`src/rtl/sweep_residual_convergence_check_top_assert.svh`:
```
// Assertion macros shared by the sweep residual convergence check RTL.
`ifndef SWEEP_RESIDUAL_CONVERGENCE_CHECK_TOP_ASSERT_SVH
`define SWEEP_RESIDUAL_CONVERGENCE_CHECK_TOP_ASSERT_SVH
`ifndef SYNTHESIS
`define SRCC_ASSERT_IMPLY(label, clk, rst, ante, cons) \
   label: assert property (@(posedge clk) disable iff (rst) (ante) |-> (cons)) \
      else $error("srcc: same-cycle check failed");
`define SRCC_ASSERT_NEXT(label, clk, rst, ante, cons) \
   label: assert property (@(posedge clk) disable iff (rst) (ante) |=> (cons)) \
      else $error("srcc: next-cycle check failed");
`else
`define SRCC_ASSERT_IMPLY(label, clk, rst, ante, cons)
`define SRCC_ASSERT_NEXT(label, clk, rst, ante, cons)
`endif
`endif

```
`src/rtl/srcc_pkg.sv`:
```
// Package: constants, codes and beat types of the sweep residual convergence check.
`default_nettype none
package srcc_pkg;

   localparam int GRID_POINTS    = 4096;
   localparam int SAMPLE_BITS    = 24;
   localparam int POS_BITS       = (GRID_POINTS > 1) ? $clog2(GRID_POINTS) : 1;
   localparam int DIFF_BITS      = SAMPLE_BITS + 1;
   localparam int SQ_BITS        = 2 * DIFF_BITS;
   localparam int SUM_BITS       = 64;
   localparam int COUNT_BITS     = 20;
   localparam int CSR_DATA_BITS  = 64;
   localparam int CSR_INDEX_BITS = 1;

   localparam int Q_DEPTH        = 4;
   localparam int Q_PTR_BITS     = $clog2(Q_DEPTH);
   localparam int Q_CNT_BITS     = $clog2(Q_DEPTH + 1);
   localparam int OUT_DEPTH      = 8;
   localparam int OUT_PTR_BITS   = $clog2(OUT_DEPTH);
   localparam int OUT_CNT_BITS   = $clog2(OUT_DEPTH + 1);

   localparam logic [POS_BITS-1:0]   POS_LAST          = POS_BITS'(GRID_POINTS - 1);
   localparam logic [COUNT_BITS-1:0] SWEEP_LIMIT_RESET = COUNT_BITS'(1000);
   localparam logic [COUNT_BITS-1:0] COUNT_MAX         = '1;
   localparam logic [SUM_BITS-1:0]   SUM_ALL_ONES      = '1;
   localparam logic [SUM_BITS-1:0]   SQ_SAT_BOUND      = SUM_BITS'(64'hFFFF_FFFF);

   typedef enum logic [0:0] {
      OP_SAMPLE  = 1'b0,
      OP_RESTART = 1'b1
   } opcode_type;

   typedef enum logic [CSR_INDEX_BITS-1:0] {
      CSR_TOLERANCE_SQUARED = 1'b0,
      CSR_SWEEP_LIMIT       = 1'b1
   } csr_index_type;

   typedef struct packed {
      logic restart;
      logic last;
      logic first_sweep;
   } tag_type;

   typedef struct packed {
      tag_type                       tag;
      logic [POS_BITS-1:0]           pos;
      logic signed [SAMPLE_BITS-1:0] sample;
   } item_type;

   typedef struct packed {
      logic     valid;
      item_type item;
   } item_beat_type;

   typedef struct packed {
      logic [SUM_BITS-1:0]   residual_squared;
      logic [COUNT_BITS-1:0] sweep_count;
      logic                  converged;
   } result_type;

endpackage
`default_nettype wire

```
`src/rtl/srcc_front.sv`:
```
// Front end: takes input beats, classifies them and tags grid position and first sweep.
`default_nettype none
module srcc_front (
   input  logic                                 clock,
   input  logic                                 reset,
   input  logic                                 push,
   input  srcc_pkg::opcode_type                 req_opcode,
   input  logic signed [srcc_pkg::SAMPLE_BITS-1:0] req_sample_value,
   input  logic                                 req_last_in_sweep,
   input  logic                                 q_full,
   output logic                                 full,
   output srcc_pkg::item_beat_type              beat_out
);
   import srcc_pkg::*;

   logic [POS_BITS-1:0] pos_ff, pos_in;
   logic                have_prev_ff, have_prev_in;
   logic                accept;
   logic                is_restart;

   assign full       = q_full;
   assign accept     = push & ~q_full;
   assign is_restart = (req_opcode == OP_RESTART);

   always_comb begin
      pos_in                         = pos_ff;
      have_prev_in                   = have_prev_ff;
      beat_out.valid                 = accept;
      beat_out.item.tag.restart      = is_restart;
      beat_out.item.tag.last         = req_last_in_sweep;
      beat_out.item.tag.first_sweep  = ~have_prev_ff;
      beat_out.item.pos              = pos_ff;
      beat_out.item.sample           = req_sample_value;
      if (accept) begin
         if (is_restart) begin
            pos_in       = '0;
            have_prev_in = 1'b0;
         end else if (req_last_in_sweep) begin
            pos_in       = '0;
            have_prev_in = 1'b1;
         end else begin
            pos_in = (pos_ff == POS_LAST) ? '0 : pos_ff + 1'b1;
         end
      end
   end

   always_ff @(posedge clock) begin
      if (reset) begin
         pos_ff       <= '0;
         have_prev_ff <= 1'b0;
      end else begin
         pos_ff       <= pos_in;
         have_prev_ff <= have_prev_in;
      end
   end

endmodule
`default_nettype wire

```
`config.mk`:
```
export PLATFORM = sky130hd
export DESIGN_NAME = srcc_front
export DESIGN_NICKNAME = d
export VERILOG_FILES = /design/src/rtl/sweep_residual_convergence_check_top_assert.svh /design/src/rtl/srcc_pkg.sv /design/src/rtl/srcc_front.sv
export SDC_FILE = /design/constraint.sdc
export NUM_CORES = 1
export LEC_CHECK = 0
export BUFFER_PORTS_ARGS = -buffer_cell sky130_fd_sc_hd__buf_2
export CAP_MARGIN = 10
export CORE_MARGIN = 2
export CORE_UTILIZATION = 40
export DETAILED_ROUTE_END_ITERATION = 12
export PLACE_DENSITY = 0.81
export SYNTH_ARGS = -nofsm -noshare
export SYNTH_HDL_FRONTEND = slang
export SYNTH_SLANG_ARGS = --single-unit
```
`constraint.sdc`:
```
create_clock -name clock -period 3.7 [get_ports clock]
set_input_delay 0.74 -clock clock [delete_from_list [all_inputs] [get_ports clock]]
set_output_delay 0.74 -clock clock [all_outputs]
set_load 0.01 [all_outputs]
```
==> flow_metrics.py, run 1 <==
metrics = {
    "run": {
        "cap_violations": 0,
    },
    "worst_setup_path": {
        "setup.worst_path.start_class": "input port",
        "cp-end-kind": "output pin",
        "worstPathRequired_ns": 2.96,
        "slowest_stage": "or2b_1",
        "cp_top_family": "buffers and inverters",
        "cp.arrival_ns": 1.51,
        "ff2ff_setup_slack_ns": 2.06,
        "cp_max_fo": 7,
        "crit_type": "in -> out",
        "cpPeakStageDelay_ns": 0.29,
        "path_cells": "buf_2 > or2b_1 > inv_1 > buf_2",
        "path_buf_inv": 3,
        "cp_common_cell": "buf_2",
    },
    "detailed_routing": {
        "num_vias": 613,
        "vias_per_cell": 5.07,
        "first_iter_violations": 7,
        "drc": 0,
        "drtPass1Iterations": 4,
        "ant_nets": 0,
        "wirelength_um": 1460,
        "wl_per_cell_um": 12.1,
    },
    "power": {
        "ir_drop_uv": 106,
        "power_mw": 0.245,
        "p_leak_nw": 0.307,
        "powerDensity_nw_per_um2": 308,
    },
    "clock_tree": {
        "clock_latency_ns": 0.27,
        "ctsResizeCount": 0,
        "ctsHoldBuffers": 0,
        "cts-root-buf": "clkbuf_4",
        "cts_tree": "done",
        "postCtsSetupBuffers": 0,
        "clock-sinks": 13,
        "cts_made_buffers": 3,
        "cts.clk_slew.worst_paths_ns": 0.07,
        "htree_levels": 1,
        "cts_buffer_depth": 2,
    },
    "cells_and_area": {
        "nets": 126,
        "filler_cell_count": 218,
        "diodes": 0,
        "finalInstanceArea_sq_um": 795,
        "area_growth_pct": -5.22,
        "utilization": 0.405,
        "drive_gt1_frac": 0.309,
    },
    "floorplan": {
        "start_util": 0.427,
        "dieArea_sq_um": 2480,
        "coreArea_sq_um": 1960,
        "rows": 16,
        "die_w_um": 49.8,
        "die_h_um": 49.8,
        "pin_count": 71,
    },
    "yosys": {
        "syn_inst": 97,
        "syn_nets": 128,
        "synth_area_sq_um": 838,
        "yosys_warnings": 0,
        "synth_area_per_cell_sq_um": 8.64,
        "synth_cell_types": 23,
        "ys_ff_latch": 13,
        "yosysSeqAreaShare": 0.310,
    },
    "outcome": {
        "status": "finished, final reports clean",
    },
    "timing": {
        "fin_hold_ws_ns": 0.516,
        "finalMaxSlewViolations": 0,
        "maxSlewHeadroom": 0.746,
        "totalNegativeSetupSlack_ns": 0,
        "min_period_over_period": 0.608,
        "skew_ns": 0.00130,
        "worst_pin_slew_ns": 0.380,
        "hold_violations": 0,
        "fmax_mhz": 445,
        "fin_crit_ns": 2.25,
        "rsz0062_at_grt": "false",
        "setup_viol_count_final": 0,
    },
    "global_route": {
        "overflow": 0,
        "grt_pass1_wl_um": 2440,
        "grt_max_degree": 12,
        "antenna_found_initial": 0,
        "grt_use_total": 0.129,
        "grt_pass1_vias": 553,
    },
    "place": {
        "postPlaceCellArea_sq_um": 768,
        "hpwl_um": 1150,
        "portBuffers": 22,
        "routabilityCongestion": 0.742,
    },
    "hold_path": {
        "hold_path.class": "reg -> reg",
    },
}
==> kinds of logic (layout without fill, tap and decap cells) <==
logic type	Yosys count	in the layout	share of synthesized area
buffers and inverters	33	30	0.273
adder cells (fa/ha/maj)	1	1	0.0149
XOR/XNOR	10	10	0.104
AND/OR/NAND/NOR	34	34	0.242
flip-flops	13	13	0.310
AO/OA/AOI/OAI	6	6	0.0552
==> layer usage <==
| layer | vias to the layer above | wire, um | track usage |
|---|---|---|---|
| met5 | - | 0 | 0 |
| met4 | 0 | 21 | 0.0694 |
| met3 | 4 | 154 | 0.0576 |
| met2 | 30 | 625 | 0.191 |
| met1 | 283 | 658 | 0.155 |
| li1 | 296 | - | - |
==> through the flow <==
stage | setup slack [ns] | cells
global placement | 1.48 | 117
floorplan | 1.64 | 97
finish | 1.45 | 121
CTS | 1.44 | 121
detailed placement | 1.45 | 117
global route | 1.38 | 121
==> cells in the mapped netlist <==
cell type | count | share of area
clkbuf_1 | 1 | 0.0045
a21oi_4 | 1 | 0.019
nand2_1 | 5 | 0.022
or2b_1 | 1 | 0.0090
nand3_1 | 1 | 0.0060
nand3b_1 | 1 | 0.0090
nand4b_1 | 2 | 0.021
nand4_2 | 1 | 0.015
dfxtp_1 | 13 | 0.31
ha_1 | 1 | 0.015
inv_1 | 4 | 0.018
nor2_1 | 5 | 0.022
a21oi_1 | 3 | 0.018
or4_4 | 1 | 0.013
nor4_1 | 2 | 0.015
o21bai_1 | 1 | 0.0090
buf_4 | 28 | 0.25
a211oi_1 | 1 | 0.0090
nand3_4 | 1 | 0.021
nand4_1 | 3 | 0.022
nor3_1 | 11 | 0.066
xor2_1 | 3 | 0.031
xnor2_1 | 7 | 0.073
==> report_power, final <==
part | switching (mW) | internal (mW) | total [mW]
Clock | 0.0438 | 0.0418 | 0.0856
Combinational | 0.0112 | 0.00676 | 0.0180
Sequential | 0.000697 | 0.141 | 0.141
==> final cells by class <==
| class | instances | area [sq um] | area share |
|---|---|---|---|
| Multi-Input combinational cell | 51 | 349 | 0.439 |
| Sequential cell | 13 | 260 | 0.328 |
| Timing Repair Buffer | 22 | 110 | 0.139 |
| Tap cell | 27 | 33.8 | 0.0425 |
| Clock buffer | 4 | 26.3 | 0.0331 |
| Inverter | 4 | 15.0 | 0.0189 |
==> registers in the layout, indices dropped and copies added (netlist names) <==
name,count
pos_ff,12
have_prev_ff,1
==> worst reg2reg max path, delay by kind of cell, from the launching register on <==
| family | cells | cell delay, ns |
|---|---|---|
| and+or+nand+nor | 3 | 0.84 |
| AOI/OAI and AO/OA | 1 | 0.24 |
| DFF | 1 | 0.45 |
==> final timing paths <==
path	startpoint	end	depth (start not counted)
max	q_full	beat_out[39]	4
min	pos_ff[1]	pos_ff[1]	2
max reg2reg	pos_ff[5]	pos_ff[5]	4
min reg2reg	pos_ff[1]	pos_ff[1]	2
==> cell usage in the layout, fill, tap and decap left out, types with 2 or more instances in the layout <==
cell      synthesis  final
dfxtp_1          13     13
nor3_1           11     11
a21oi_1           3      3
nand4b_1          2      2
xnor2_1           7      7
inv_1             4      4
xor2_1            3      3
nor4_1            2      2
nand2_1           5      5
buf_2             0     22
nor2_1            5      5
clkbuf_4          0      3
nand4_1           3      3
(Power assumes the default switching activity.)
==> inputs of run 2 (changes only) <==
--- a/config.mk
+++ b/config.mk
@@ -8,9 +8,9 @@
 export BUFFER_PORTS_ARGS = -buffer_cell sky130_fd_sc_hd__buf_2
 export CAP_MARGIN = 10
 export CORE_MARGIN = 2
-export CORE_UTILIZATION = 40
+export CORE_UTILIZATION = 37
 export DETAILED_ROUTE_END_ITERATION = 12
-export PLACE_DENSITY = 0.81
+export PLACE_DENSITY = 0.76
 export SYNTH_ARGS = -nofsm -noshare
 export SYNTH_HDL_FRONTEND = slang
 export SYNTH_SLANG_ARGS = --single-unit
==> constraint.sdc (replaced) <==
create_clock -name clock -period 2.1 [get_ports clock]
set_input_delay 0.42 -clock clock [delete_from_list [all_inputs] [get_ports clock]]
set_output_delay 0.42 -clock clock [all_outputs]
set_load 0.01 [all_outputs]
==> run 2 against run 1 <==
Effect of this change: sequential power grew 77%; power up 77%; worst setup slack got worse by 1.0 ns; critical path depth did not move; sequential cell count did not move; cell area rose by 0.16%; critical path type unchanged.
==> flow_metrics.py, run 2 (same netlist as run 1, synthesis figures left out) <==
metrics = {
    "outcome": {
        "status": "finished, final reports clean",
    },
    "floorplan": {
        "pin_count": 71,
        "start_util": 0.386,
        "coreArea_sq_um": 2170,
        "dieArea_sq_um": 2660,
        "die_h_um": 51.6,
        "die_w_um": 51.6,
        "rows": 17,
    },
    "clock_tree": {
        "postCtsSetupBuffers": 0,
        "ctsResizeCount": 0,
        "clock-sinks": 13,
        "htree_levels": 1,
        "ctsHoldBuffers": 0,
        "cts_tree": "done",
        "cts.clk_slew.worst_paths_ns": 0.08,
        "cts-root-buf": "clkbuf_4",
        "cts_made_buffers": 3,
        "cts_buffer_depth": 2,
        "clock_latency_ns": 0.27,
    },
    "worst_setup_path": {
        "cp_max_fo": 7,
        "ff2ff_setup_slack_ns": 0.48,
        "cp.arrival_ns": 1.23,
        "cp_top_family": "buffers and inverters",
        "reg2reg_to": "pos_ff[2]",
        "path_buf_inv": 3,
        "path_cells": "buf_2 > or2b_1 > inv_1 > buf_2",
        "crit_start": "q_full",
        "crit_end": "beat_out[39]",
        "slowest_stage": "or2b_1",
        "r2r-start": "pos_ff[0]",
        "cp_common_cell": "buf_2",
        "worstPathRequired_ns": 1.68,
        "rr_worst_depth": 5,
        "cp.depth": 4,
        "setup.worst_path.start_class": "input port",
        "crit_type": "in -> out",
        "cpPeakStageDelay_ns": 0.30,
        "cp-end-kind": "output pin",
    },
    "timing": {
        "fin_crit_ns": 1.65,
        "worst_pin_slew_ns": 0.395,
        "setup_viol_count_final": 0,
        "min_period_over_period": 0.786,
        "hold_violations": 0,
        "maxSlewHeadroom": 0.735,
        "finalMaxSlewViolations": 0,
        "totalNegativeSetupSlack_ns": 0,
        "worst_slack_ns": 0.450,
        "rsz0062_at_grt": "false",
        "fmax_mhz": 606,
        "skew_ns": 0.00523,
    },
    "power": {
        "p_leak_nw": 0.307,
        "pwr-share-seq": 0.576,
        "clkPwrFrac": 0.349,
        "power_mw": 0.433,
        "p_switching_mw": 0.0993,
        "powerDensity_nw_per_um2": 544,
        "p_int_mw": 0.333,
        "ir_drop_uv": 202,
        "combinationalPowerShare": 0.075,
        "swShare": 0.230,
    },
    "global_route": {
        "overflow": 0,
        "grt_pass1_wl_um": 2490,
        "grt_max_degree": 12,
        "grt_use_total": 0.125,
        "met2_usage": 0.184,
        "grt_busiest_layer": "met2",
        "antenna_found_initial": 0,
        "grt_use_met3": 0.0632,
        "grt_use_met1": 0.150,
        "grt_pass1_vias": 549,
    },
    "detailed_routing": {
        "wl_per_cell_um": 12.8,
        "first_iter_violations": 7,
        "ant_nets": 0,
        "wirelength_um": 1560,
        "num_vias": 612,
        "drtPass1Iterations": 4,
        "drc": 0,
        "vias_per_cell": 5.02,
    },
    "cells_and_area": {
        "nets": 126,
        "diodes": 0,
        "largest-register": "pos_ff",
        "largest_reg_flops": 12,
        "layout_commonest_cell": "buf_2",
        "reg_top3": "pos_ff x12, have_prev_ff x1",
        "drive_gt1_frac": 0.309,
        "layout_common_cells": "22 x buf_2, 13 x dfxtp_1, 11 x nor3_1",
        "utilization": 0.367,
        "area_growth_pct": -5.07,
        "filler_cell_count": 234,
    },
    "hold_path": {
        "hold_path.class": "in -> reg",
    },
    "place": {
        "routabilityCongestion": 0.683,
        "portBuffers": 22,
        "dp_slack_ns": 0.458,
        "hpwl_um": 1220,
    },
    "run": {
        "cap_violations": 0,
    },
}
run 2: cell counts in the layout (fill, tap and decap cells not counted):
Identical to the previous run, type by type.
run 2: power by group through the flow:
stage | Sequential (mW) | Clock [mW] | Combinational [mW]
floorplan | 0.255 | 0 | 0.0700
global placement | 0.255 | 0 | 0.0311
detailed placement | 0.255 | 0 | 0.0324
CTS | 0.249 | 0.159 | 0.0325
global route | 0.249 | 0.173 | 0.0363
finish | 0.249 | 0.151 | 0.0324
run 2: worst min path at each step:
stage	end	cells after the start	start	slack (ns)
after global placement	have_prev_ff	2	have_prev_ff	0.50
after detailed placement	pos_ff[1]	2	pos_ff[1]	0.51
after global routing	have_prev_ff	2	req_opcode	0.35
after CTS	have_prev_ff	2	req_opcode	0.34
final	have_prev_ff	2	req_opcode	0.35
after floorplan	have_prev_ff	2	have_prev_ff	0.49
run 2: metrics by stage:
stage | cells | hold WS, ns | area (sq um)
CTS | 122 | 0.342 | 796
global placement | 118 | 0.502 | 769
floorplan | 97 | 0.494 | 838
global route | 122 | 0.354 | 796
finish | 122 | 0.348 | 796
detailed placement | 118 | 0.512 | 769
run 2: final cells by class:
class | count | area (sq um) | area share
Timing Repair Buffer | 22 | 110 | 0.138
Multi-Input combinational cell | 51 | 349 | 0.439
Inverter | 4 | 15.0 | 0.0189
Sequential cell | 13 | 260 | 0.327
Clock buffer | 4 | 26.3 | 0.0330
Tap cell | 28 | 35.0 | 0.0440
run 2: metal layers:
metal | wire, um | vias to the layer above
met5 | 0 | -
li1 | - | 298
met1 | 672 | 271
met3 | 192 | 5
met4 | 34 | 0
met2 | 658 | 38
