**src/rtl/sweep_residual_convergence_check_top_assert.svh**
```systemverilog
// Assertion macros shared by the sweep residual convergence check RTL.
`ifndef SWEEP_RESIDUAL_CONVERGENCE_CHECK_TOP_ASSERT_SVH
`define SWEEP_RESIDUAL_CONVERGENCE_CHECK_TOP_ASSERT_SVH
`ifndef SYNTHESIS
`define SRCC_ASSERT_IMPLY(label, clk, rst, ante, cons) \
   label: assert property (@(posedge clk) disable iff (rst) (ante) |-> (cons)) \
      else $error("srcc: same-cycle check failed");
`define SRCC_ASSERT_NEXT(label, clk, rst, ante, cons) \
   label: assert property (@(posedge clk) disable iff (rst) (ante) |=> (cons)) \
      else $error("srcc: next-cycle check failed");
`else
`define SRCC_ASSERT_IMPLY(label, clk, rst, ante, cons)
`define SRCC_ASSERT_NEXT(label, clk, rst, ante, cons)
`endif
`endif

```
**src/rtl/srcc_pkg.sv**
```systemverilog
// Package: constants, codes and beat types of the sweep residual convergence check.
`default_nettype none
package srcc_pkg;

   localparam int GRID_POINTS    = 4096;
   localparam int SAMPLE_BITS    = 24;
   localparam int POS_BITS       = (GRID_POINTS > 1) ? $clog2(GRID_POINTS) : 1;
   localparam int DIFF_BITS      = SAMPLE_BITS + 1;
   localparam int SQ_BITS        = 2 * DIFF_BITS;
   localparam int SUM_BITS       = 64;
   localparam int COUNT_BITS     = 20;
   localparam int CSR_DATA_BITS  = 64;
   localparam int CSR_INDEX_BITS = 1;

   localparam int Q_DEPTH        = 4;
   localparam int Q_PTR_BITS     = $clog2(Q_DEPTH);
   localparam int Q_CNT_BITS     = $clog2(Q_DEPTH + 1);
   localparam int OUT_DEPTH      = 8;
   localparam int OUT_PTR_BITS   = $clog2(OUT_DEPTH);
   localparam int OUT_CNT_BITS   = $clog2(OUT_DEPTH + 1);

   localparam logic [POS_BITS-1:0]   POS_LAST          = POS_BITS'(GRID_POINTS - 1);
   localparam logic [COUNT_BITS-1:0] SWEEP_LIMIT_RESET = COUNT_BITS'(1000);
   localparam logic [COUNT_BITS-1:0] COUNT_MAX         = '1;
   localparam logic [SUM_BITS-1:0]   SUM_ALL_ONES      = '1;
   localparam logic [SUM_BITS-1:0]   SQ_SAT_BOUND      = SUM_BITS'(64'hFFFF_FFFF);

   typedef enum logic [0:0] {
      OP_SAMPLE  = 1'b0,
      OP_RESTART = 1'b1
   } opcode_type;

   typedef enum logic [CSR_INDEX_BITS-1:0] {
      CSR_TOLERANCE_SQUARED = 1'b0,
      CSR_SWEEP_LIMIT       = 1'b1
   } csr_index_type;

   typedef struct packed {
      logic restart;
      logic last;
      logic first_sweep;
   } tag_type;

   typedef struct packed {
      tag_type                       tag;
      logic [POS_BITS-1:0]           pos;
      logic signed [SAMPLE_BITS-1:0] sample;
   } item_type;

   typedef struct packed {
      logic     valid;
      item_type item;
   } item_beat_type;

   typedef struct packed {
      logic [SUM_BITS-1:0]   residual_squared;
      logic [COUNT_BITS-1:0] sweep_count;
      logic                  converged;
   } result_type;

endpackage
`default_nettype wire

```
**src/rtl/srcc_item_queue.sv**
```systemverilog
// Short queue of classified beats between front and back end.
`default_nettype none
`include "sweep_residual_convergence_check_top_assert.svh"
module srcc_item_queue (
   input  logic                    clock,
   input  logic                    reset,
   input  srcc_pkg::item_beat_type wr_beat,
   input  logic                    rd_pop,
   output srcc_pkg::item_beat_type rd_beat,
   output logic                    full
);
   import srcc_pkg::*;

   item_type              slot_ff [Q_DEPTH];
   logic [Q_PTR_BITS-1:0] wr_ptr_ff, wr_ptr_in;
   logic [Q_PTR_BITS-1:0] rd_ptr_ff, rd_ptr_in;
   logic [Q_CNT_BITS-1:0] count_ff, count_in;
   logic                  do_push, do_pop;

   assign full          = (count_ff == Q_CNT_BITS'(Q_DEPTH));
   assign rd_beat.valid = (count_ff != '0);
   assign rd_beat.item  = slot_ff[rd_ptr_ff];
   assign do_push       = wr_beat.valid;
   assign do_pop        = rd_pop & rd_beat.valid;

   always_comb begin
      wr_ptr_in = do_push ? wr_ptr_ff + 1'b1 : wr_ptr_ff;
      rd_ptr_in = do_pop  ? rd_ptr_ff + 1'b1 : rd_ptr_ff;
      count_in  = count_ff;
      if (do_push && !do_pop) begin
         count_in = count_ff + 1'b1;
      end else if (!do_push && do_pop) begin
         count_in = count_ff - 1'b1;
      end
   end

   always_ff @(posedge clock) begin
      if (reset) begin
         wr_ptr_ff <= '0;
         rd_ptr_ff <= '0;
         count_ff  <= '0;
      end else begin
         wr_ptr_ff <= wr_ptr_in;
         rd_ptr_ff <= rd_ptr_in;
         count_ff  <= count_in;
      end
   end

   always_ff @(posedge clock) begin
      if (do_push) begin
         slot_ff[wr_ptr_ff] <= wr_beat.item;
      end
   end

   `SRCC_ASSERT_IMPLY(a_queue_no_overflow, clock, reset, wr_beat.valid, count_ff < Q_CNT_BITS'(Q_DEPTH))

endmodule
`default_nettype wire

```
**config.mk**
```make
export PLATFORM = sky130hd
export DESIGN_NAME = srcc_item_queue
export DESIGN_NICKNAME = d
export VERILOG_FILES = /design/src/rtl/srcc_pkg.sv /design/src/rtl/srcc_item_queue.sv
export VERILOG_INCLUDE_DIRS = /design/src /design/src/rtl
export SDC_FILE = /design/constraint.sdc
export NUM_CORES = 1
export LEC_CHECK = 0
export BUFFER_PORTS_ARGS = -buffer_cell sky130_fd_sc_hd__clkbuf_2
export CAP_MARGIN = 20
export CELL_PAD_IN_SITES_DETAIL_PLACEMENT = 1
export CELL_PAD_IN_SITES_GLOBAL_PLACEMENT = 2
export CORE_ASPECT_RATIO = 1.75
export CORE_MARGIN = 4
export CORE_UTILIZATION = 44
export DETAILED_ROUTE_END_ITERATION = 10
export PLACE_DENSITY_LB_ADDON = 0.1
export RECOVER_POWER = 50
export REMOVE_ABC_BUFFERS = 1
export SLEW_MARGIN = 10
export SYNTH_ARGS = -nofsm -noshare
export SYNTH_HDL_FRONTEND = slang
export SYNTH_SLANG_ARGS = --single-unit
```
**constraint.sdc**
```tcl
create_clock -name clock -period 2.2 [get_ports clock]
set_input_delay 0.22 -clock clock [delete_from_list [all_inputs] [get_ports clock]]
set_output_delay 0.22 -clock clock [all_outputs]
set_load 0.03 [all_outputs]
```
==> run_summary.xml, run 1 <==
<?xml version="1.0" encoding="UTF-8"?>
<metrics>
  <group name="floorplan">
    <metric name="top_level_ports" unit="">84</metric>
    <metric name="fp-row-count" unit="">56</metric>
    <metric name="initial_util" unit="%">45.0</metric>
    <metric name="fp.dieArea" unit="um^2">15800</metric>
    <metric name="design.core.area" unit="um^2">13500</metric>
    <metric name="die_w" unit="um">96.7</metric>
    <metric name="die_h" unit="um">163</metric>
  </group>
  <group name="cts">
    <metric name="clock_insertion_delay_worst_skew" unit="ns">0.41</metric>
    <metric name="worst_setup_hold_path_clk_slew" unit="ns">0.06</metric>
    <metric name="cts_sinks" unit="">165</metric>
    <metric name="clockRootBuffer" unit="">clkbuf_16</metric>
    <metric name="cts.path.max_buffers" unit="">2</metric>
    <metric name="tritoncts" unit="">yes</metric>
    <metric name="cts.htree.levels" unit="">4</metric>
    <metric name="inserted_clock_buffers" unit="">17</metric>
  </group>
  <group name="power_and_ir_drop">
    <metric name="share_of_power_burned_in_the_clock_network" unit="%">31.3</metric>
    <metric name="pwr-share-seq" unit="%">42.9</metric>
    <metric name="fin_total_pwr" unit="mW">8.76</metric>
    <metric name="cell_internal_pwr" unit="mW">6.14</metric>
    <metric name="ir_drop" unit="mV">0.722</metric>
    <metric name="p_switching" unit="mW">2.62</metric>
    <metric name="power_density" unit="nW/um^2">1200</metric>
    <metric name="share_comb_of_total_power" unit="%">25.7</metric>
    <metric name="total_leakage_power" unit="nW">2.42</metric>
    <metric name="p_sw_share" unit="%">29.9</metric>
  </group>
  <group name="final_layout">
    <metric name="mostFrequentLayoutCell" unit="">edfxtp_1</metric>
    <metric name="syn_to_layout_area_delta" unit="%">20.9</metric>
    <metric name="fillers" unit="">1253</metric>
    <metric name="commonest_non_fill_non_tap_cells_in_the_layout" unit="">edfxtp_1, clkbuf_2, clkbuf_1</metric>
    <metric name="number_of_nets_in_the_layout" unit="">405</metric>
    <metric name="final_core_utilization" unit="%">54.4</metric>
    <metric name="drive_gt1_share" unit="%">37.4</metric>
    <metric name="diodes" unit="">0</metric>
  </group>
  <group name="grt">
    <metric name="grt_max_degree" unit="">32</metric>
    <metric name="total_routing_usage_gr" unit="%">15.0</metric>
    <metric name="grt_antenna_before_repair" unit="">0</metric>
    <metric name="grt_first_pass_wirelength" unit="um">17500</metric>
    <metric name="globalRouteOverflowTotal" unit="">0</metric>
    <metric name="vias_in_the_first_global_route" unit="">3187</metric>
  </group>
  <group name="synth">
    <metric name="synth.area.top_cells" unit="">edfxtp_1, mux4_2, dfxtp_1</metric>
    <metric name="synth_largest_area_cell" unit="">edfxtp_1</metric>
    <metric name="post_synth_num_cell_types" unit="">21</metric>
    <metric name="synth_seq_cells" unit="">165</metric>
    <metric name="synth_warnings" unit="">0</metric>
    <metric name="post-synth-top-area-fraction" unit="%">77.3</metric>
    <metric name="syn_area" unit="um^2">6060</metric>
    <metric name="avgSynthCellArea" unit="um^2">24.5</metric>
    <metric name="sequential_cell_area_fraction_in_the_yosys_report" unit="%">80.3</metric>
    <metric name="netlist_instances" unit="">247</metric>
  </group>
  <group name="worst_setup_path">
    <metric name="cp_max_fo" unit="">6</metric>
    <metric name="critical_path.endpoint_type" unit="">flop</metric>
    <metric name="crit_arrival" unit="ns">2.38</metric>
    <metric name="worst-endpoint-required" unit="ns">2.54</metric>
    <metric name="critical-path-max-stage-delay" unit="ns">0.39</metric>
    <metric name="timing.rr.end" unit="">count_ff[2]$_SDFFE_PP0P_</metric>
    <metric name="critical_path_class" unit="">flop to flop</metric>
    <metric name="crit_chain" unit="">o31ai_4, ha_2, inv_1, fa_1, xor2_1, or3_1, a21oi_1</metric>
    <metric name="r2r_start" unit="">count_ff[0]$_SDFFE_PP0P_</metric>
    <metric name="worst-r2r-setup-slack" unit="ns">0.16</metric>
    <metric name="startpoint_kind_of_the_worst_setup_timing_path" unit="">flop</metric>
    <metric name="worst-r2r-cell-count" unit="">7</metric>
    <metric name="critical_path_cell_with_the_highest_stage_delay" unit="">dfxtp_1</metric>
  </group>
  <group name="outcome">
    <metric name="run_status" unit="">complete, no violations</metric>
  </group>
  <group name="place">
    <metric name="portbufs" unit="">83</metric>
    <metric name="finalWeightedCongestion" unit="">0.702</metric>
    <metric name="dp.final_hpwl" unit="um">7150</metric>
  </group>
  <group name="sta">
    <metric name="timing.slew.headroom" unit="%">72.0</metric>
    <metric name="fin_worst_skew" unit="ns">0.00847</metric>
    <metric name="finalCriticalPeriod" unit="ns">2.04</metric>
    <metric name="finalCritPeriodShare" unit="%">92.6</metric>
    <metric name="max_slew.worst_pin.slew" unit="ns">0.414</metric>
    <metric name="finalMaxSlewViolations" unit="">0</metric>
    <metric name="setup_viol" unit="">0</metric>
    <metric name="hold_violation_total_from_the_final_report" unit="">0</metric>
    <metric name="max_clock_freq" unit="GHz">0.491</metric>
  </group>
  <group name="route">
    <metric name="route.detailed.wl_per_inst" unit="um">20.7</metric>
    <metric name="drc_errors" unit="">0</metric>
    <metric name="detailedRoute.firstPassIterationCount" unit="">4</metric>
    <metric name="vias_per_cell" unit="">5.13</metric>
    <metric name="ant_nets" unit="">0</metric>
    <metric name="drt_first_iter_violations" unit="">125</metric>
    <metric name="route.vias.total" unit="">2783</metric>
    <metric name="drt-total-wl" unit="um">11300</metric>
  </group>
  <group name="worst_hold_path">
    <metric name="worst_hold_path.num_cells" unit="">1</metric>
    <metric name="hold_class" unit="">input pin to flop</metric>
    <metric name="min_delay_worst_endpoint" unit="">slot_ff[1][11]$_DFFE_PP_</metric>
    <metric name="worst_hold_startpoint" unit="">wr_beat[11]</metric>
  </group>
  <group name="run">
    <metric name="maxCapViolCount" unit="">0</metric>
  </group>
</metrics>
## stage by stage
step                      hold slack (ns)  worst slack (ns)  std cells  cell area (um^2)  setup TNS (ns)
after floorplan                     0.289            -0.508        238              6000          -19.82
final                              0.0683             0.163        543              7320               0
after global routing               0.0616          -0.00672        543              7320        -0.00672
after global placement              0.431             0.123        507              6770               0
after CTS                         0.00493           0.00402        539              7330               0
after detailed placement            0.442            0.0233        507              6770               0
## cells by family after synthesis
group / share of synthesized area [%]
and+or+nand+nor: 1.18
adders and majority gates: 1.36
AOI/OAI and AO/OA: 0.434
xor gates and xnor gates: 0.723
muxes: 14.8
DFF: 80.3
buffers and inverters: 1.16
## power groups by stage
stage               Clock [mW]  Combinational [mW]  Sequential [mW]
finish                    2.75                2.25             3.76
global route              2.96                2.42             3.78
CTS                       2.82                2.23             3.79
detailed placement           0                2.23             3.86
global placement             0                2.21             3.84
floorplan                    0                1.41             3.94
## worst max-delay path, delay by kind of cell, from the launching register on
kind,cells,cell delay [ns]
AND/OR/NAND/NOR,1,0.31
AO/OA/AOI/OAI,2,0.41
XOR/XNOR,1,0.18
adder cells (fa/ha/maj),2,0.61
buffers and inverters,1,0.06
flip-flops,1,0.39
## synthesized netlist by cell type, drive strengths merged
cell type / n
inv: 3
dfxtp: 9
nor2: 7
o311ai: 1
mux4: 39
buf: 6
o31ai: 1
xnor2: 1
clkbuf: 3
nor3b: 1
a21oi: 1
mux2i: 2
and2: 4
xor2: 4
o21ai: 1
ha: 5
or3: 2
edfxtp: 156
fa: 1
## what timing repair did
item                                    4_1_cts  5_1_grt
setup buffers                                 0        4
hold buffers                                  0        0
resized for setup                             0        4
endpoints found under the setup margin        0        8
## layout make-up
cell class | count | area [um^2] | share of cell area, %
flip-flops and latches | 165 | 4870 | 66.5
clock buffers | 18 | 429 | 5.86
multi-input cells | 70 | 1140 | 15.6
well taps | 174 | 218 | 2.97
clock inverters | 14 | 128 | 1.74
inverters | 3 | 11.3 | 0.154
repair buffers | 99 | 524 | 7.16
## how the worst max path moves through the flow
stage	from	endpoint	cells past startpoint
floorplan	flop	rd_beat[0]	1
global placement	count_ff[0]$_SDFFE_PP0P_	count_ff[2]$_SDFFE_PP0P_	7
detailed placement	count_ff[0]$_SDFFE_PP0P_	count_ff[2]$_SDFFE_PP0P_	7
CTS	count_ff[0]$_SDFFE_PP0P_	count_ff[2]$_SDFFE_PP0P_	7
global route	count_ff[0]$_SDFFE_PP0P_	count_ff[2]$_SDFFE_PP0P_	7
finish	count_ff[0]$_SDFFE_PP0P_	count_ff[2]$_SDFFE_PP0P_	7
## registers in the layout, summed over array words and instances (netlist names), named ones only
signal	flops
count_ff	3
wr_ptr_ff	2
slot_ff	156
rd_ptr_ff	2
## metal layers
metal	global-route usage, %	wire [um]	vias to the layer above
met5	0	0	-
met4	4.60	156	0
met3	4.66	493	13
met2	27.0	6340	63
met1	17.0	4270	1447
li1	-	-	1260
Note: power is estimated with default switching activity, not from simulation.
==> run 2: changes to the inputs <==
==> constraint.sdc (replaced) <==
create_clock -name clock -period 2.2 [get_ports clock]
set_input_delay 0.11 -clock clock [delete_from_list [all_inputs] [get_ports clock]]
set_output_delay 0.11 -clock clock [all_outputs]
set_load 0.03 [all_outputs]
==> run 2 against run 1 <==
- clock skew decreased by 0.0012 ns
- clock power is 8.4% higher
- first-iteration DRC count grew 1.6%
- global-route usage rose by 0.47 points
- combinational power decreased by 3%
- core utilization rose by 2.8 points
- critical endpoint unchanged
- largest power group unchanged
- highest routed layer unchanged
==> run_summary.xml, run 2 (synthesized netlist as in run 1, its figures left out) <==
<?xml version="1.0" encoding="UTF-8"?>
<metrics>
  <group name="sta">
    <metric name="max_slew.worst_pin.slew" unit="ns">1.16</metric>
    <metric name="max_clock_freq" unit="GHz">0.486</metric>
    <metric name="fin_worst_skew" unit="ns">0.00726</metric>
    <metric name="finalCritPeriodShare" unit="%">93.5</metric>
    <metric name="hold_violation_total_from_the_final_report" unit="">0</metric>
    <metric name="rsz0062_at_grt" unit="">false</metric>
    <metric name="timing.slew.headroom" unit="%">22.5</metric>
    <metric name="finalCriticalPeriod" unit="ns">2.06</metric>
    <metric name="fin_worst_hold_slack" unit="ns">0.0711</metric>
    <metric name="final.setup.tns" unit="ns">0</metric>
    <metric name="finalMaxSlewViolations" unit="">0</metric>
    <metric name="setup_viol" unit="">0</metric>
  </group>
  <group name="worst_hold_path">
    <metric name="worst_hold_path.num_cells" unit="">4</metric>
    <metric name="hold_class" unit="">input pin to flop</metric>
    <metric name="min_delay_worst_endpoint" unit="">rd_ptr_ff[0]$_SDFFE_PP0P_</metric>
    <metric name="worst_hold_startpoint" unit="">rd_pop</metric>
  </group>
  <group name="route">
    <metric name="drt_first_iter_violations" unit="">127</metric>
    <metric name="route.detailed.wl_per_inst" unit="um">19.2</metric>
    <metric name="route.vias.total" unit="">2932</metric>
    <metric name="ant_nets" unit="">0</metric>
    <metric name="vias_per_cell" unit="">5.07</metric>
    <metric name="drt-total-wl" unit="um">11100</metric>
    <metric name="drc_errors" unit="">0</metric>
    <metric name="detailedRoute.firstPassIterationCount" unit="">4</metric>
  </group>
  <group name="place">
    <metric name="portbufs" unit="">83</metric>
    <metric name="dp.final_hpwl" unit="um">6880</metric>
    <metric name="finalWeightedCongestion" unit="">0.685</metric>
  </group>
  <group name="run">
    <metric name="maxCapViolCount" unit="">0</metric>
  </group>
  <group name="worst_setup_path">
    <metric name="crit_arrival" unit="ns">2.40</metric>
    <metric name="startpoint_kind_of_the_worst_setup_timing_path" unit="">flop</metric>
    <metric name="cp_max_fo" unit="">6</metric>
    <metric name="critical_path_class" unit="">flop to flop</metric>
    <metric name="worst-r2r-setup-slack" unit="ns">0.14</metric>
    <metric name="critical_path.endpoint_type" unit="">flop</metric>
    <metric name="r2r_start" unit="">count_ff[1]$_SDFFE_PP0P_</metric>
    <metric name="worst-r2r-cell-count" unit="">7</metric>
    <metric name="timing.rr.end" unit="">count_ff[2]$_SDFFE_PP0P_</metric>
    <metric name="worst-endpoint-required" unit="ns">2.54</metric>
  </group>
  <group name="final_layout">
    <metric name="largest_reg_flops" unit="">156</metric>
    <metric name="largest-register" unit="">slot_ff</metric>
    <metric name="mostFrequentLayoutCell" unit="">edfxtp_1</metric>
    <metric name="biggestRegsByFlops" unit="">slot_ff: 156 flops, count_ff: 3 flops</metric>
    <metric name="fillers" unit="">1217</metric>
    <metric name="drive_gt1_share" unit="%">32.2</metric>
    <metric name="final_core_utilization" unit="%">57.3</metric>
    <metric name="number_of_nets_in_the_layout" unit="">440</metric>
    <metric name="diodes" unit="">0</metric>
    <metric name="commonest_non_fill_non_tap_cells_in_the_layout" unit="">edfxtp_1, clkbuf_2, clkbuf_1</metric>
    <metric name="syn_to_layout_area_delta" unit="%">27.2</metric>
  </group>
  <group name="power_and_ir_drop">
    <metric name="total_leakage_power" unit="nW">2.58</metric>
    <metric name="fin_total_pwr" unit="mW">8.93</metric>
    <metric name="ir_drop" unit="mV">0.534</metric>
    <metric name="power_density" unit="nW/um^2">1160</metric>
  </group>
  <group name="outcome">
    <metric name="run_status" unit="">complete, no violations</metric>
  </group>
  <group name="cts">
    <metric name="cts.path.max_buffers" unit="">2</metric>
    <metric name="cts_sinks" unit="">165</metric>
    <metric name="cts.htree.levels" unit="">4</metric>
    <metric name="clock_insertion_delay_worst_skew" unit="ns">0.41</metric>
    <metric name="worst_setup_hold_path_clk_slew" unit="ns">0.06</metric>
    <metric name="tritoncts" unit="">yes</metric>
    <metric name="clockRootBuffer" unit="">clkbuf_16</metric>
    <metric name="inserted_clock_buffers" unit="">17</metric>
  </group>
  <group name="grt">
    <metric name="vias_in_the_first_global_route" unit="">3355</metric>
    <metric name="total_routing_usage_gr" unit="%">15.4</metric>
    <metric name="grt_antenna_before_repair" unit="">0</metric>
    <metric name="grt_max_degree" unit="">40</metric>
    <metric name="grt_first_pass_wirelength" unit="um">18200</metric>
    <metric name="globalRouteOverflowTotal" unit="">0</metric>
  </group>
  <group name="floorplan">
    <metric name="top_level_ports" unit="">84</metric>
    <metric name="fp.dieArea" unit="um^2">15800</metric>
    <metric name="die_w" unit="um">96.7</metric>
    <metric name="initial_util" unit="%">45.0</metric>
    <metric name="design.core.area" unit="um^2">13500</metric>
    <metric name="die_h" unit="um">163</metric>
    <metric name="fp-row-count" unit="">56</metric>
  </group>
</metrics>
==> run 2: metrics by stage <==
stage / setup slack [ns] / area [um^2] / instances
3_5_place_dp: 0.0486 / 6760 / 506
2_1_floorplan: -0.398 / 6000 / 238
3_3_place_gp: 0.129 / 6760 / 506
6_report: 0.142 / 7700 / 578
5_1_grt: 0.0136 / 7700 / 578
4_1_cts: 0.0329 / 7760 / 578
==> run 2: how the worst max path moves through the flow <==
stage                                        start                       end  slack [ns]
after floorplan                               flop                rd_beat[0]       -0.40
after global placement    count_ff[0]$_SDFFE_PP0P_  count_ff[2]$_SDFFE_PP0P_        0.13
after detailed placement  count_ff[0]$_SDFFE_PP0P_  count_ff[2]$_SDFFE_PP0P_        0.05
after CTS                 count_ff[0]$_SDFFE_PP0P_  count_ff[2]$_SDFFE_PP0P_        0.03
after global routing                          flop               rd_beat[31]        0.01
final                     count_ff[1]$_SDFFE_PP0P_  count_ff[2]$_SDFFE_PP0P_        0.14
==> run 2: final cells by class <==
class,instances,area [um^2],share of cell area (%)
Clock buffer,18,429,5.57
Clock inverter,14,174,2.26
Inverter,3,11.3,0.146
Multi-Input combinational cell,70,1130,14.7
Sequential cell,165,4870,63.2
Tap cell,174,218,2.83
Timing Repair Buffer,134,868,11.3
==> run 2: metal layers <==
metal / global-route usage (%) / up-vias / share of wire (%)
met4: 5.75 / 0 / 1.3
met5: 0 / - / 0
li1: - / 1322 / -
met3: 4.44 / 12 / 4.1
met2: 27.8 / 61 / 56
met1: 17.3 / 1537 / 38
==> run 2: power by group <==
part           internal, mW  leakage [nW]  total [mW]  switching (mW)
clock network          1.80         0.285        2.98            1.18
logic                 0.895         0.788        2.19            1.29
registers              3.64          1.51        3.77           0.128
==> run 2: repair_timing <==
| action | CTS | global route |
|---|---|---|
| endpoints found under the hold margin | 164 | 0 |
| endpoints found under the setup margin | 0 | 1 |
| hold buffers | 40 | 0 |
| gates resized for setup | 0 | 1 |
| setup buffers | 0 | 0 |
==> run 2: worst max-delay path, cell delays in order, from the launching register on <==
cell and delay (ns):
dfxtp_1 0.37, o31ai_2 0.33, ha_1 0.24, inv_1 0.06, fa_1 0.37, xor2_1 0.18, or3_1 0.31, a21oi_1 0.14
